--- config.mk ---
export PLATFORM = sky130hd
export DESIGN_NAME = lossy_delay_channel_queue
export DESIGN_NICKNAME = d
export VERILOG_FILES = /design/src/rtl/core/ldcq_pkg.sv /design/src/rtl/core/ldcq_fifo.sv /design/src/rtl/core/ldcq_front.sv /design/src/rtl/core/ldcq_back.sv /design/src/rtl/core/lossy_delay_channel_queue.sv
export SDC_FILE = /design/constraint.sdc
export NUM_CORES = 2
export LEC_CHECK = 0
export BUFFER_PORTS_ARGS = -buffer_cell sky130_fd_sc_hd__buf_2
export CORE_ASPECT_RATIO = 1.2
export CORE_MARGIN = 2
export CORE_UTILIZATION = 50
export DETAILED_ROUTE_END_ITERATION = 10
export MAX_ROUTING_LAYER = met4
export PLACE_DENSITY = 0.64
export RECOVER_POWER = 25
export SYNTH_ARGS = -nofsm -noshare
export SYNTH_HDL_FRONTEND = slang
export SYNTH_HIERARCHICAL = 1
export SYNTH_SLANG_ARGS = --single-unit
--- constraint.sdc ---
create_clock -name clock -period 20.8 [get_ports clock]
set_clock_uncertainty 0.15 [all_clocks]
set_input_delay 4.16 -clock clock [delete_from_list [all_inputs] [get_ports clock]]
set_output_delay 4.16 -clock clock [all_outputs]
set_load 0.01 [all_outputs]
--- src/rtl/core/ldcq_pkg.sv ---
// ----------------------------------------------------------------------------
// ldcq_pkg
// shared types, constants and helpers of the lossy delay channel queue
// ----------------------------------------------------------------------------
package ldcq_pkg;

   localparam int QueueDepth  = 32;
   localparam int HeaderBits  = 928;
   localparam int MaxResults  = 32;
   localparam int PtrWidth    = $clog2(QueueDepth);
   localparam int CountWidth  = $clog2(QueueDepth + 1);
   localparam int NumWidth    = $clog2(MaxResults + 1);
   localparam int TimeWidth   = 40;
   localparam int DvdWidth    = 16;
   localparam int MsToUs      = 1000;

   localparam logic [2:0] StatusQueued    = 3'd0;
   localparam logic [2:0] StatusLost      = 3'd1;
   localparam logic [2:0] StatusFull      = 3'd2;
   localparam logic [2:0] StatusDelivered = 3'd3;
   localparam logic [2:0] StatusNoneDue   = 3'd4;

   localparam logic OpArrive = 1'b0;
   localparam logic OpCheck  = 1'b1;

   localparam logic [1:0] RegRate   = 2'd0;
   localparam logic [1:0] RegLoss   = 2'd1;
   localparam logic [1:0] RegJitter = 2'd2;

   typedef struct packed {
      logic        op;
      logic [15:0] message_handle;
      logic [11:0] message_bytes;
      logic [39:0] now_us;
      logic [6:0]  loss_draw;
      logic [14:0] jitter_draw;
   } req_word_type;

   typedef struct packed {
      logic [2:0]  status;
      logic [15:0] out_handle;
      logic [39:0] arrive_time_us;
      logic        last;
   } rsp_word_type;

   typedef struct packed {
      logic [13:0] rate_mbps;
      logic [6:0]  loss_percent;
      logic [9:0]  jitter_span_ms;
   } cfg_type;

   typedef enum logic [1:0] {
      CMD_CHECK,
      CMD_LOST,
      CMD_ARRIVE
   } cmd_kind_type;

   // time holds now for a check, arrival time for an arrival
   typedef struct packed {
      cmd_kind_type          kind;
      logic [15:0]           handle;
      logic [TimeWidth-1:0]  time_us;
   } cmd_type;

   typedef struct packed {
      logic [TimeWidth-1:0] time_us;
      logic [15:0]          handle;
   } entry_type;

   // circular index: sum of two values each below the depth
   function automatic logic [PtrWidth-1:0] wrap_idx(input logic [CountWidth:0] sum);
      logic [CountWidth:0] red;
      begin
         red = sum;
         if (sum >= (CountWidth+1)'(QueueDepth)) begin
            red = sum - (CountWidth+1)'(QueueDepth);
         end
         return red[PtrWidth-1:0];
      end
   endfunction

endpackage

--- src/rtl/core/ldcq_fifo.sv ---
// ----------------------------------------------------------------------------
// ldcq_fifo
// two-entry command queue between front and back
// ----------------------------------------------------------------------------
module ldcq_fifo
   import ldcq_pkg::*;
(
   input  logic    clock,
   input  logic    reset,
   input  logic    push,
   input  cmd_type push_cmd,
   output logic    full,
   input  logic    pop,
   output logic    not_empty,
   output cmd_type head_cmd
);

   cmd_type    slot_ff [2];
   logic       wr_ptr_ff;
   logic       rd_ptr_ff;
   logic [1:0] fill_ff;

   assign full      = (fill_ff == 2'd2);
   assign not_empty = (fill_ff != 2'd0);
   assign head_cmd  = slot_ff[rd_ptr_ff];

   always_ff @(posedge clock) begin
      if (push && !full) begin
         slot_ff[wr_ptr_ff] <= push_cmd;
      end
   end

   always_ff @(posedge clock) begin
      if (reset) begin
         wr_ptr_ff <= 1'b0;
         rd_ptr_ff <= 1'b0;
         fill_ff   <= 2'd0;
      end else begin
         if (push && !full) begin
            wr_ptr_ff <= ~wr_ptr_ff;
         end
         if (pop && not_empty) begin
            rd_ptr_ff <= ~rd_ptr_ff;
         end
         fill_ff <= fill_ff + 2'(push && !full) - 2'(pop && not_empty);
      end
   end

endmodule

--- src/rtl/core/ldcq_front.sv ---
// ----------------------------------------------------------------------------
// ldcq_front
// accepts words, decides loss and computes arrival time with a serial divider
// ----------------------------------------------------------------------------
module ldcq_front
   import ldcq_pkg::*;
(
   input  logic         clock,
   input  logic         reset,
   input  cfg_type      cfg,
   input  logic         req_valid,
   output logic         req_stall,
   input  req_word_type req_data,
   output logic         push,
   output cmd_type      push_cmd,
   input  logic         fifo_full
);

   typedef enum logic [2:0] {
      F_IDLE,
      F_DIV,
      F_MOD,
      F_MUL,
      F_SUM1,
      F_SUM2,
      F_PUSH
   } fstate_type;

   fstate_type           state_ff;
   req_word_type         word_ff;
   cmd_type              cmd_ff;
   logic [3:0]           step_ff;
   logic [DvdWidth-1:0]  dvd_ff;
   logic [13:0]          rem_ff;
   logic [13:0]          divisor_ff;
   logic [DvdWidth-1:0]  quo_ff;
   logic [19:0]          jit_us_ff;
   logic [TimeWidth:0]   sum_ff;

   logic [14:0]          rem_sh;
   logic                 fits;
   logic [14:0]          rem_in;
   logic [TimeWidth+1:0] sum2;

   assign rem_sh     = {rem_ff, dvd_ff[DvdWidth-1]};
   assign fits       = (rem_sh >= {1'b0, divisor_ff});
   assign rem_in     = fits ? (rem_sh - {1'b0, divisor_ff}) : rem_sh;
   assign sum2       = {1'b0, sum_ff} + (TimeWidth+2)'(jit_us_ff);

   assign req_stall = (state_ff != F_IDLE);
   assign push      = (state_ff == F_PUSH);
   assign push_cmd  = cmd_ff;

   always_ff @(posedge clock) begin
      if (reset) begin
         state_ff <= F_IDLE;
      end else begin
         case (state_ff)
            F_IDLE: begin
               if (req_valid) begin
                  word_ff        <= req_data;
                  cmd_ff.handle  <= req_data.message_handle;
                  cmd_ff.time_us <= req_data.now_us;
                  if (req_data.op == OpCheck) begin
                     cmd_ff.kind <= CMD_CHECK;
                     state_ff    <= F_PUSH;
                  end else if (req_data.loss_draw < cfg.loss_percent) begin
                     cmd_ff.kind <= CMD_LOST;
                     state_ff    <= F_PUSH;
                  end else begin
                     cmd_ff.kind <= CMD_ARRIVE;
                     dvd_ff      <= DvdWidth'({req_data.message_bytes, 3'b000})
                                    + DvdWidth'(HeaderBits);
                     rem_ff      <= '0;
                     step_ff     <= '0;
                     divisor_ff  <= (cfg.rate_mbps == '0) ? 14'd1 : cfg.rate_mbps;
                     state_ff    <= F_DIV;
                  end
               end
            end
            F_DIV: begin
               // one quotient bit per cycle, quotient shifts in from the bottom
               step_ff <= step_ff + 4'd1;
               if (step_ff == 4'hF) begin
                  quo_ff     <= {dvd_ff[DvdWidth-2:0], fits};
                  dvd_ff     <= DvdWidth'(word_ff.jitter_draw);
                  rem_ff     <= '0;
                  divisor_ff <= 14'(cfg.jitter_span_ms);
                  if (cfg.jitter_span_ms == '0) begin
                     jit_us_ff <= '0;
                     state_ff  <= F_SUM1;
                  end else begin
                     state_ff  <= F_MOD;
                  end
               end else begin
                  rem_ff <= rem_in[13:0];
                  dvd_ff <= {dvd_ff[DvdWidth-2:0], fits};
               end
            end
            F_MOD: begin
               rem_ff  <= rem_in[13:0];
               dvd_ff  <= {dvd_ff[DvdWidth-2:0], fits};
               step_ff <= step_ff + 4'd1;
               if (step_ff == 4'hF) begin
                  state_ff <= F_MUL;
               end
            end
            F_MUL: begin
               jit_us_ff <= 20'(rem_ff[9:0]) * 20'(MsToUs);
               state_ff  <= F_SUM1;
            end
            F_SUM1: begin
               sum_ff   <= {1'b0, word_ff.now_us} + (TimeWidth+1)'(quo_ff);
               state_ff <= F_SUM2;
            end
            F_SUM2: begin
               // saturate at the top of the time range
               if (sum2[TimeWidth+1:TimeWidth] != 2'b00) begin
                  cmd_ff.time_us <= '1;
               end else begin
                  cmd_ff.time_us <= sum2[TimeWidth-1:0];
               end
               state_ff <= F_PUSH;
            end
            F_PUSH: begin
               if (!fifo_full) begin
                  state_ff <= F_IDLE;
               end
            end
            default: state_ff <= F_IDLE;
         endcase
      end
   end

endmodule

--- src/rtl/core/ldcq_back.sv ---
// ----------------------------------------------------------------------------
// ldcq_back
// sorted circular queue: insertion walk, release of due words, result register
// ----------------------------------------------------------------------------
module ldcq_back
   import ldcq_pkg::*;
(
   input  logic         clock,
   input  logic         reset,
   input  logic         cmd_valid,
   input  cmd_type      cmd,
   output logic         cmd_pop,
   output logic         rsp_valid,
   input  logic         rsp_stall,
   output rsp_word_type rsp_data
);

   typedef enum logic [2:0] {
      B_IDLE,
      B_INS_RD,
      B_INS_CMP,
      B_INS_WR,
      B_REL_RD,
      B_REL_CMP,
      B_EMIT
   } bstate_type;

   bstate_type            state_ff;
   cmd_type               cmd_ff;
   logic [PtrWidth-1:0]   head_ff;
   logic [CountWidth-1:0] count_ff;
   logic [CountWidth-1:0] pos_ff;
   logic [NumWidth-1:0]   num_ff;
   logic                  have_cand_ff;
   entry_type             cand_ff;
   rsp_word_type          res_ff;
   logic                  rsp_valid_ff;
   rsp_word_type          rsp_data_ff;

   entry_type             mem [QueueDepth];
   entry_type             rdata_ff;

   logic                  out_free;
   logic                  emit_now;
   logic [PtrWidth-1:0]   raddr;
   logic                  we;
   logic [PtrWidth-1:0]   waddr;
   entry_type             wdata;
   logic                  later;
   logic                  due;

   assign out_free  = !rsp_valid_ff || !rsp_stall;
   assign rsp_valid = rsp_valid_ff;
   assign rsp_data  = rsp_data_ff;
   assign cmd_pop   = (state_ff == B_IDLE) && cmd_valid;
   assign later     = (rdata_ff.time_us > cmd_ff.time_us);
   assign due       = !later;
   // a word is written into the output register this cycle
   assign emit_now  = out_free && ((state_ff == B_EMIT) ||
                      (state_ff == B_REL_CMP && (have_cand_ff || !due)));

   always_comb begin
      raddr = head_ff;
      if (state_ff == B_INS_RD) begin
         raddr = wrap_idx((CountWidth+1)'(head_ff) + (CountWidth+1)'(pos_ff - 1'b1));
      end
   end

   always_comb begin
      we    = 1'b0;
      waddr = wrap_idx((CountWidth+1)'(head_ff) + (CountWidth+1)'(pos_ff));
      wdata = rdata_ff;
      if (state_ff == B_INS_CMP && later) begin
         we = 1'b1;
      end else if (state_ff == B_INS_WR) begin
         we    = 1'b1;
         wdata = '{time_us: cmd_ff.time_us, handle: cmd_ff.handle};
      end
   end

   always_ff @(posedge clock) begin
      if (we) begin
         mem[waddr] <= wdata;
      end
      rdata_ff <= mem[raddr];
   end

   always_ff @(posedge clock) begin
      if (reset) begin
         state_ff     <= B_IDLE;
         head_ff      <= '0;
         count_ff     <= '0;
         rsp_valid_ff <= 1'b0;
         have_cand_ff <= 1'b0;
      end else begin
         if (emit_now) begin
            rsp_valid_ff <= 1'b1;
         end else if (!rsp_stall) begin
            rsp_valid_ff <= 1'b0;
         end
         case (state_ff)
            B_IDLE: begin
               if (cmd_valid) begin
                  cmd_ff <= cmd;
                  case (cmd.kind)
                     CMD_LOST: begin
                        res_ff   <= '{StatusLost, cmd.handle, '0, 1'b1};
                        state_ff <= B_EMIT;
                     end
                     CMD_ARRIVE: begin
                        pos_ff <= count_ff;
                        if (count_ff == CountWidth'(QueueDepth)) begin
                           res_ff   <= '{StatusFull, cmd.handle, cmd.time_us, 1'b1};
                           state_ff <= B_EMIT;
                        end else if (count_ff == '0) begin
                           state_ff <= B_INS_WR;
                        end else begin
                           state_ff <= B_INS_RD;
                        end
                     end
                     default: begin
                        num_ff       <= '0;
                        have_cand_ff <= 1'b0;
                        if (count_ff == '0) begin
                           res_ff   <= '{StatusNoneDue, '0, '0, 1'b1};
                           state_ff <= B_EMIT;
                        end else begin
                           state_ff <= B_REL_RD;
                        end
                     end
                  endcase
               end
            end
            B_INS_RD: state_ff <= B_INS_CMP;
            B_INS_CMP: begin
               // later entries move one place up, equal times stay ahead
               if (later) begin
                  pos_ff   <= pos_ff - 1'b1;
                  state_ff <= (pos_ff == CountWidth'(1)) ? B_INS_WR : B_INS_RD;
               end else begin
                  state_ff <= B_INS_WR;
               end
            end
            B_INS_WR: begin
               count_ff <= count_ff + 1'b1;
               res_ff   <= '{StatusQueued, cmd_ff.handle, cmd_ff.time_us, 1'b1};
               state_ff <= B_EMIT;
            end
            B_REL_RD: state_ff <= B_REL_CMP;
            B_REL_CMP: begin
               if (out_free) begin
                  if (due) begin
                     if (have_cand_ff) begin
                        rsp_data_ff  <= '{StatusDelivered, cand_ff.handle,
                                          cand_ff.time_us, 1'b0};
                     end
                     cand_ff      <= rdata_ff;
                     have_cand_ff <= 1'b1;
                     head_ff      <= wrap_idx((CountWidth+1)'(head_ff) + (CountWidth+1)'(1));
                     count_ff     <= count_ff - 1'b1;
                     num_ff       <= num_ff + 1'b1;
                     if (count_ff == CountWidth'(1) ||
                         num_ff == NumWidth'(MaxResults - 1)) begin
                        res_ff   <= '{StatusDelivered, rdata_ff.handle,
                                      rdata_ff.time_us, 1'b1};
                        state_ff <= B_EMIT;
                     end else begin
                        state_ff <= B_REL_RD;
                     end
                  end else begin
                     if (have_cand_ff) begin
                        rsp_data_ff <= '{StatusDelivered, cand_ff.handle,
                                         cand_ff.time_us, 1'b1};
                     end else begin
                        rsp_data_ff <= '{StatusNoneDue, '0, '0, 1'b1};
                     end
                     state_ff <= B_IDLE;
                  end
               end
            end
            B_EMIT: begin
               if (out_free) begin
                  rsp_data_ff  <= res_ff;
                  state_ff     <= B_IDLE;
               end
            end
            default: state_ff <= B_IDLE;
         endcase
      end
   end

endmodule

--- src/rtl/core/lossy_delay_channel_queue.sv ---
// ----------------------------------------------------------------------------
// lossy_delay_channel_queue
// lossy, delaying link model with an arrival-time ordered delivery queue
// ----------------------------------------------------------------------------
// steps: an arrival passes the front in two 16-step serial divides, one multiply
//   and two adds (second divide and multiply skipped at zero jitter span); a check
//   goes straight to the push; the back reads and compares each queued word moved
//   by an insert and each released word; the front takes a new word only once the
//   last is pushed, both divides share one serial divider; the queue holds 2
// reset: synchronous, clears the delivery queue count and handshake state
// ----------------------------------------------------------------------------
module lossy_delay_channel_queue
   import ldcq_pkg::*;
(
   input  logic         clock,
   input  logic         reset,
   // input words
   input  logic         req_valid,
   output logic         req_stall,
   input  req_word_type req_data,
   // result words
   output logic         rsp_valid,
   input  logic         rsp_stall,
   output rsp_word_type rsp_data,
   // register port
   input  logic         csr_psel,
   input  logic         csr_penable,
   input  logic         csr_pwrite,
   input  logic [3:0]   csr_paddr,
   input  logic [31:0]  csr_pwdata,
   output logic [31:0]  csr_prdata,
   output logic         csr_pready
);

   // link settings
   cfg_type    cfg_ff;
   logic [1:0] reg_idx;

   // front to back command queue
   logic    push;
   cmd_type push_cmd;
   logic    fifo_full;
   logic    pop;
   logic    fifo_not_empty;
   cmd_type head_cmd;

   assign reg_idx    = csr_paddr[3:2];
   assign csr_pready = 1'b1;

   // register writes land on the access phase
   always_ff @(posedge clock) begin
      if (reset) begin
         cfg_ff.rate_mbps      <= 14'd54;
         cfg_ff.loss_percent   <= '0;
         cfg_ff.jitter_span_ms <= 10'd1;
      end else if (csr_psel && csr_penable && csr_pwrite) begin
         case (reg_idx)
            RegRate:   cfg_ff.rate_mbps      <= csr_pwdata[13:0];
            RegLoss:   cfg_ff.loss_percent   <= csr_pwdata[6:0];
            RegJitter: cfg_ff.jitter_span_ms <= csr_pwdata[9:0];
            default:   ;
         endcase
      end
   end

   // register readback
   always_comb begin
      case (reg_idx)
         RegRate:   csr_prdata = 32'(cfg_ff.rate_mbps);
         RegLoss:   csr_prdata = 32'(cfg_ff.loss_percent);
         RegJitter: csr_prdata = 32'(cfg_ff.jitter_span_ms);
         default:   csr_prdata = '0;
      endcase
   end

   // front: loss decision and arrival time
   ldcq_front u_front (
      .clock     (clock),
      .reset     (reset),
      .cfg       (cfg_ff),
      .req_valid (req_valid),
      .req_stall (req_stall),
      .req_data  (req_data),
      .push      (push),
      .push_cmd  (push_cmd),
      .fifo_full (fifo_full)
   );

   // decouples the divider from the queue walk
   ldcq_fifo u_fifo (
      .clock     (clock),
      .reset     (reset),
      .push      (push),
      .push_cmd  (push_cmd),
      .full      (fifo_full),
      .pop       (pop),
      .not_empty (fifo_not_empty),
      .head_cmd  (head_cmd)
   );

   // back: sorted insert, release of due words, result register
   ldcq_back u_back (
      .clock     (clock),
      .reset     (reset),
      .cmd_valid (fifo_not_empty),
      .cmd       (head_cmd),
      .cmd_pop   (pop),
      .rsp_valid (rsp_valid),
      .rsp_stall (rsp_stall),
      .rsp_data  (rsp_data)
   );

endmodule
# == After elaboration in Yosys (flattened, before gate mapping) ==
# Memories as Yosys holds them, arrays and structs flattened. A register that Yosys moved wholly into a read port is not among the register bits.
# Index checks and enable logic that the tools add are counted.
# totals
register_bits,536
ramBits,1908
input_bits,134
out_inout_bits,95
elab_cells,264
memories,2
# memory_table
memory,depth,width,read_ports,rd_ports_with_merged_regs,write_ports,line,source
u_back.mem,32,56,1,1,1,ldcq_back.sv:40,entry_type mem [QueueDepth];
u_fifo.slot_ff,2,58,1,1,1,ldcq_fifo.sv:18,cmd_type slot_ff [2];
# op_classes
n_addsub,18
mul,1
n_lt_le_gt_ge,6
n_eq_ne,41
muxes,96
bitwise_logic,4
n_reduce_logical,58
# op_table
operator,count
$mux W60,11
$pmux W60 S2,2
$pmux W60 S3,1
$mux W14,10
$mux W56,2
$pmux W14 S3,2
$mux W40,2
$pmux W40 S2,1
$mux W16,4
$mux W6,9
$pmux W16 S3,1
$add A41 B20 Y42,1
$pmux W3 S7,2
$add A40 B16 Y41,1
$gt A40 B40 Y1,1
$mux W20,2
$pmux W20 S2,1
$mux W3,13
$pmux W6 S2,3
$pmux W14 S2,1
$reduce_and A5 Y1,5
$reduce_and A3 Y1,7
$mux W5,4
$reduce_bool A2 Y1,10
52 further kinds,128

# == Longest topological paths before layout ==
# depth
depth_word,6
mapped_depth,15
mapped_depth_nobuf,15

# == By module ==
# The synthesis kept the hierarchy.
# modules_own_cells
module,n_inst,cells_each,area_each_um2,seq_area_each_um2
ldcq_back,1,6177,84369.7,62550.0
ldcq_front,1,1165,13979.7,7116.8
ldcq_fifo,1,206,4415.5,3583.4
lossy_delay_channel_queue,1,186,1714.1,620.6

# == Worst setup path before layout ==
# No wires, ideal clock.
# synth_path
path_type,input to register
from,in req_data[16] (netlist bit)
to,reg u_front.dvd_ff[0] (enable)
setup_time_ns,0.580
arrival_ns,10.080
required_time_ns,20.070
setup_slack_ns,9.989
path_stages,8
path_buffers,0
cell_sequence,ha_1 a21o_1 a21o_1 a21o_1 a21o_1 a211oi_1 o41a_1 a2111oi_0
# synth_via
elab_chain_cells,3
# synth_lines
element,line,source
from (decl),lossy_delay_channel_queue.sv:20,"input req_word_type req_data,"
$lt A7 B7 Y1,ldcq_front.sv:67,end else if (req_data.loss_draw < cfg.loss_percent) begin
$ne A2 B2 Y1 (no line),--,
$reduce_and A5 Y1 (no line),--,
to (signal assigned),ldcq_front.sv:72,"dvd_ff <= DvdWidth'({req_data.message_bytes, 3'b000})"
to (signal assigned),ldcq_front.sv:86,dvd_ff <= DvdWidth'(word_ff.jitter_draw);
to (signal assigned),ldcq_front.sv:97,"dvd_ff <= {dvd_ff[DvdWidth-2:0], fits};"
to (decl),ldcq_front.sv:33,logic [DvdWidth-1:0] dvd_ff;
# No other way between the ends.
# A chain may end at the register's enable or synchronous reset.

# == Worst setup path in the final report ==
# layout_path
from,in csr_paddr[3]
to,out csr_prdata[3]
# layout_via
elab_chain_cells,2
word_cells_on_any_way,4
cone_classes,eq/ne (2); mux (1); reduce/logical (1)
# layout_lines
element,line,source
from (decl),lossy_delay_channel_queue.sv:29,"input logic [3:0] csr_paddr,"
"$eq A2 B2 Y1, or another cell as far along",lossy_delay_channel_queue.sv:68,case (reg_idx)
$pmux W14 S3 *,lossy_delay_channel_queue.sv:68,
to (decl),lossy_delay_channel_queue.sv:31,"output logic [31:0] csr_prdata,"
# Every way passes the cells marked *; elsewhere a longest branch is shown, timed or not.

==> metrics.md <==
| Metric | Value |
|---|---|
| Seq/Total Area, Yosys | `70.7%` |
| Non-Filler Instances | `10.9k` |
| CTS tree | `done` |
| FF-to-FF End | `u_back/mem[25][52]` |
| Post-Layout Inst Area | `116000 sq um` |
| Total setup buffers inserted after CTS | `0` |
| Peak VDD IR | `0.131 mV` |
| Worst Tran Pin Value | `3.89 ns` |
| Most frequent cells after synthesis | `edfxtp_1 (2386), nand2_1 (1538), nand3_1 (1004)` |
| Die width | `421 um` |
| Final period util | `45.7%` |
| Hold Violations, Final | `0` |
| Worst min path class | `flop to flop` |
| Drt drc | `0` |
| Synth Area per Inst | `13.5 sq um` |
| TritonCTS sink count | `2497` |
| Failing checks | `capacitance limit, slew limit` |
| CP max FO | `19` |
| CTS clk-pin slew, worst paths | `0.06 ns` |
| CTS Hold Buffers Added | `0` |
| Wirelength per Cell | `25.4 um` |
| #FFs+latches synth | `2497` |
| Htree depth | `4` |
| RSZ-0062 raised after global routing | `false` |
| Most numerous cell in the Yosys netlist | `edfxtp_1` |
| Cell type with the largest total area after synthesis | `edfxtp_1` |
| Die ar. | `213000 sq um` |
| Met3 Wirelength | `20000 um` |
| Resized Gates After CTS | `0` |
| Detailed Route Iter0 Violations | `7299` |
| Worst Path Required | `16.49 ns` |
| Synth Warn # | `6` |
| # setup viols final | `0` |
| DR top layer | `met4` |
| Placed instance count | `10.4k` |
| Slew Viols, Final | `921` |
| Area after DPL | `109000 sq um` |
| Tot GR Track Use | `26.4%` |
| Mapped Cells | `7734` |
| Hold Path Cell Cnt | `0` |
| Core area | `207000 sq um` |
| Synth top area cells | `edfxtp_1 (69%), nand2_1 (5.5%), nand3_1 (4.8%)` |
| Area grow syn2layout | `11.4%` |
| Max-cap violations | `26` |
| Post-synth top area share | `68.6%` |
| Dpl hpwl | `153000 um` |
| I/O pin cnt | `229` |
| Outcome | `complete, but fails checks` |
| Number of synthesized flops with an enable pin | `2386` |
| Mapped cell area | `104000 sq um` |
| Clk root buf | `clkbuf_16` |
| Initial antenna violation count | `8` |
| Rel. slew slack | `-159%` |
| PD cells | `111 nW/um^2` |
| Die H | `505 um` |
| Vias in the first global route | `62.5k` |
| Start point of the worst hold path | `u_front/push_cmd[44]` |
| Num CTS Buffers | `236` |
| Final GP Congestion | `0.895` |
| Pleak | `43.3 nW` |
| Post-synth top flop | `edfxtp_1` |
| Worst hold slack | `0.278 ns` |
| Fin crit period | `9.51 ns` |
| DRT met1 WL | `110000 um` |
| Max Freq | `105 MHz` |
| Clock Latency Late Sink | `0.90 ns` |
| Routed vias | `64.1k` |
| Post-place setup slack | `11.28 ns` |
| Antenna-violating nets left | `0` |
| Largest net degree at the start of global routing | `197` |
| Congestion Overflow GR | `0` |
| Design Power | `12.9 mW` |
| R2r startpoint | `u_back/state_ff[1]` |
| First-pass iteration count of the detailed router | `9` |
| DR vias/cell | `5.90` |
| Clock Path Buffers | `3` |
| Final Worst Setup Slack | `11.29 ns` |
| Worst R2R Path Depth | `4` |
| Worst R2R Setup Slack | `13.38 ns` |
| Rows | `183` |
| Initial core utilization | `50.4%` |
| Startpoint Class | `input pin` |
| I/O Buffers | `189` |
| Async set-reset flop share out of synthesis | `0%` |
| Fin util | `56.1%` |
| CP arrival | `5.20 ns` |
| Metal2 WL | `132000 um` |
| Final wirelength | `276000 um` |
| First-pass GRT wire length | `405000 um` |
| Hold path endpoint | `u_fifo/slot_ff[1][44]` |
| Final Net Count | `8200` |
| Setup TNS | `0 ns` |
| Yosys cell types | `96` |
| Crit path kind | `input pin to output port` |
| Layout cells sized above 1 | `9.93%` |
| CP Capture Type | `output port` |
==> worst max-delay path, cell delays in order <==
cell and delay (ns):
buf_2 0.34, nor2b_4 0.35, nand2_1 0.08, o21ai_0 0.09, buf_2 0.17
==> worst max-delay path by stage <==
stage	from	to	slack, ns	cells past startpoint
after floorplan	req_data[16]	u_front/dvd_ff[0]	9.99	8
after global placement	csr_paddr[3]	csr_prdata[4]	11.28	5
after detailed placement	csr_paddr[3]	csr_prdata[3]	11.28	5
after CTS	csr_paddr[3]	csr_prdata[3]	11.28	5
after global routing	csr_paddr[3]	csr_prdata[2]	11.18	5
final	csr_paddr[3]	csr_prdata[3]	11.29	5
==> power by group <==
part / internal (mW) / switching (mW)
Combinational: 0.831 / 1.56
Clock: 2.47 / 1.89
Sequential: 6.05 / 0.148
==> metal layers <==
layer  GRT usage, %  vias to the layer above
met1           34.0                    32038
li1               -                    28848
met2           42.0                     2629
met4           11.7                        0
met5              -                        -
met3           3.41                      549
==> registers in the layout, indices dropped and copies added, names as in the netlist, 4 cells and up, named ones only <==
name                count
u_front/rem_ff         14
u_back/count_ff         6
u_front/sum_ff         41
u_back/res_ff          59
u_back/rdata_ff        56
u_front/divisor_ff     14
u_back/num_ff           6
u_front/jit_us_ff      17
cfg_ff                 31
u_back/cmd_ff          56
u_back/rsp_data        60
u_back/mem           1792
u_fifo/slot_ff        116
u_front/dvd_ff         16
u_back/pos_ff           6
u_back/cand_ff         56
u_front/push_cmd       58
u_front/quo_ff         16
u_front/word_ff        55
u_front/step_ff         4
u_back/head_ff          5
==> area by class of cell <==
class / instances / area, sq um
Inverter: 221 / 830
Antenna cell: 6 / 15.0
Sequential cell: 2497 / 73900
Tap cell: 2775 / 3470
Timing Repair Buffer: 343 / 2080
Fill cell: 16639 / 91100
Clock inverter: 138 / 1560
Multi-Input combinational cell: 4574 / 28200
Clock buffer: 312 / 6380
==> layout by cell type (no fill, tap or decap), drive strengths merged, types with 16 or more instances in the layout <==
cell    instances
xor2           46
a211oi         21
and2           17
a21o           32
edfxtp       2386
o311ai         48
nand2        1540
o21ai         106
a21oi         117
nor3           44
conb           19
nor2          196
a222oi         59
fa             35
o211ai         16
mux2           72
mux2i         386
inv           226
dfxtp         111
o211a          55
a22oi          62
buf           311
ha            158
and3          118
clkbuf        344
nand3        1005
nor2b          20
clkinv        103
a22o           61
nand2b         43
a31oi          34
bufinv         24
nor4           46
xnor2          75
nand4          26
==> logic make-up (layout without fill, tap and decap cells) <==
kind of cell    count (synthesis)  in the layout  synth area share, %
compound gates                694            694                 5.17
xor+xnor                      121            121                 1.01
fa+ha+maj                     193            193                 2.56
buf+inv                       680           1014                 2.87
flops                        2497           2497                 70.7
mux                           458            458                 4.49
other cells                     2             25              0.00719
simple gates                 3089           3089                 13.2
Power figures use the tool's default switching activity.
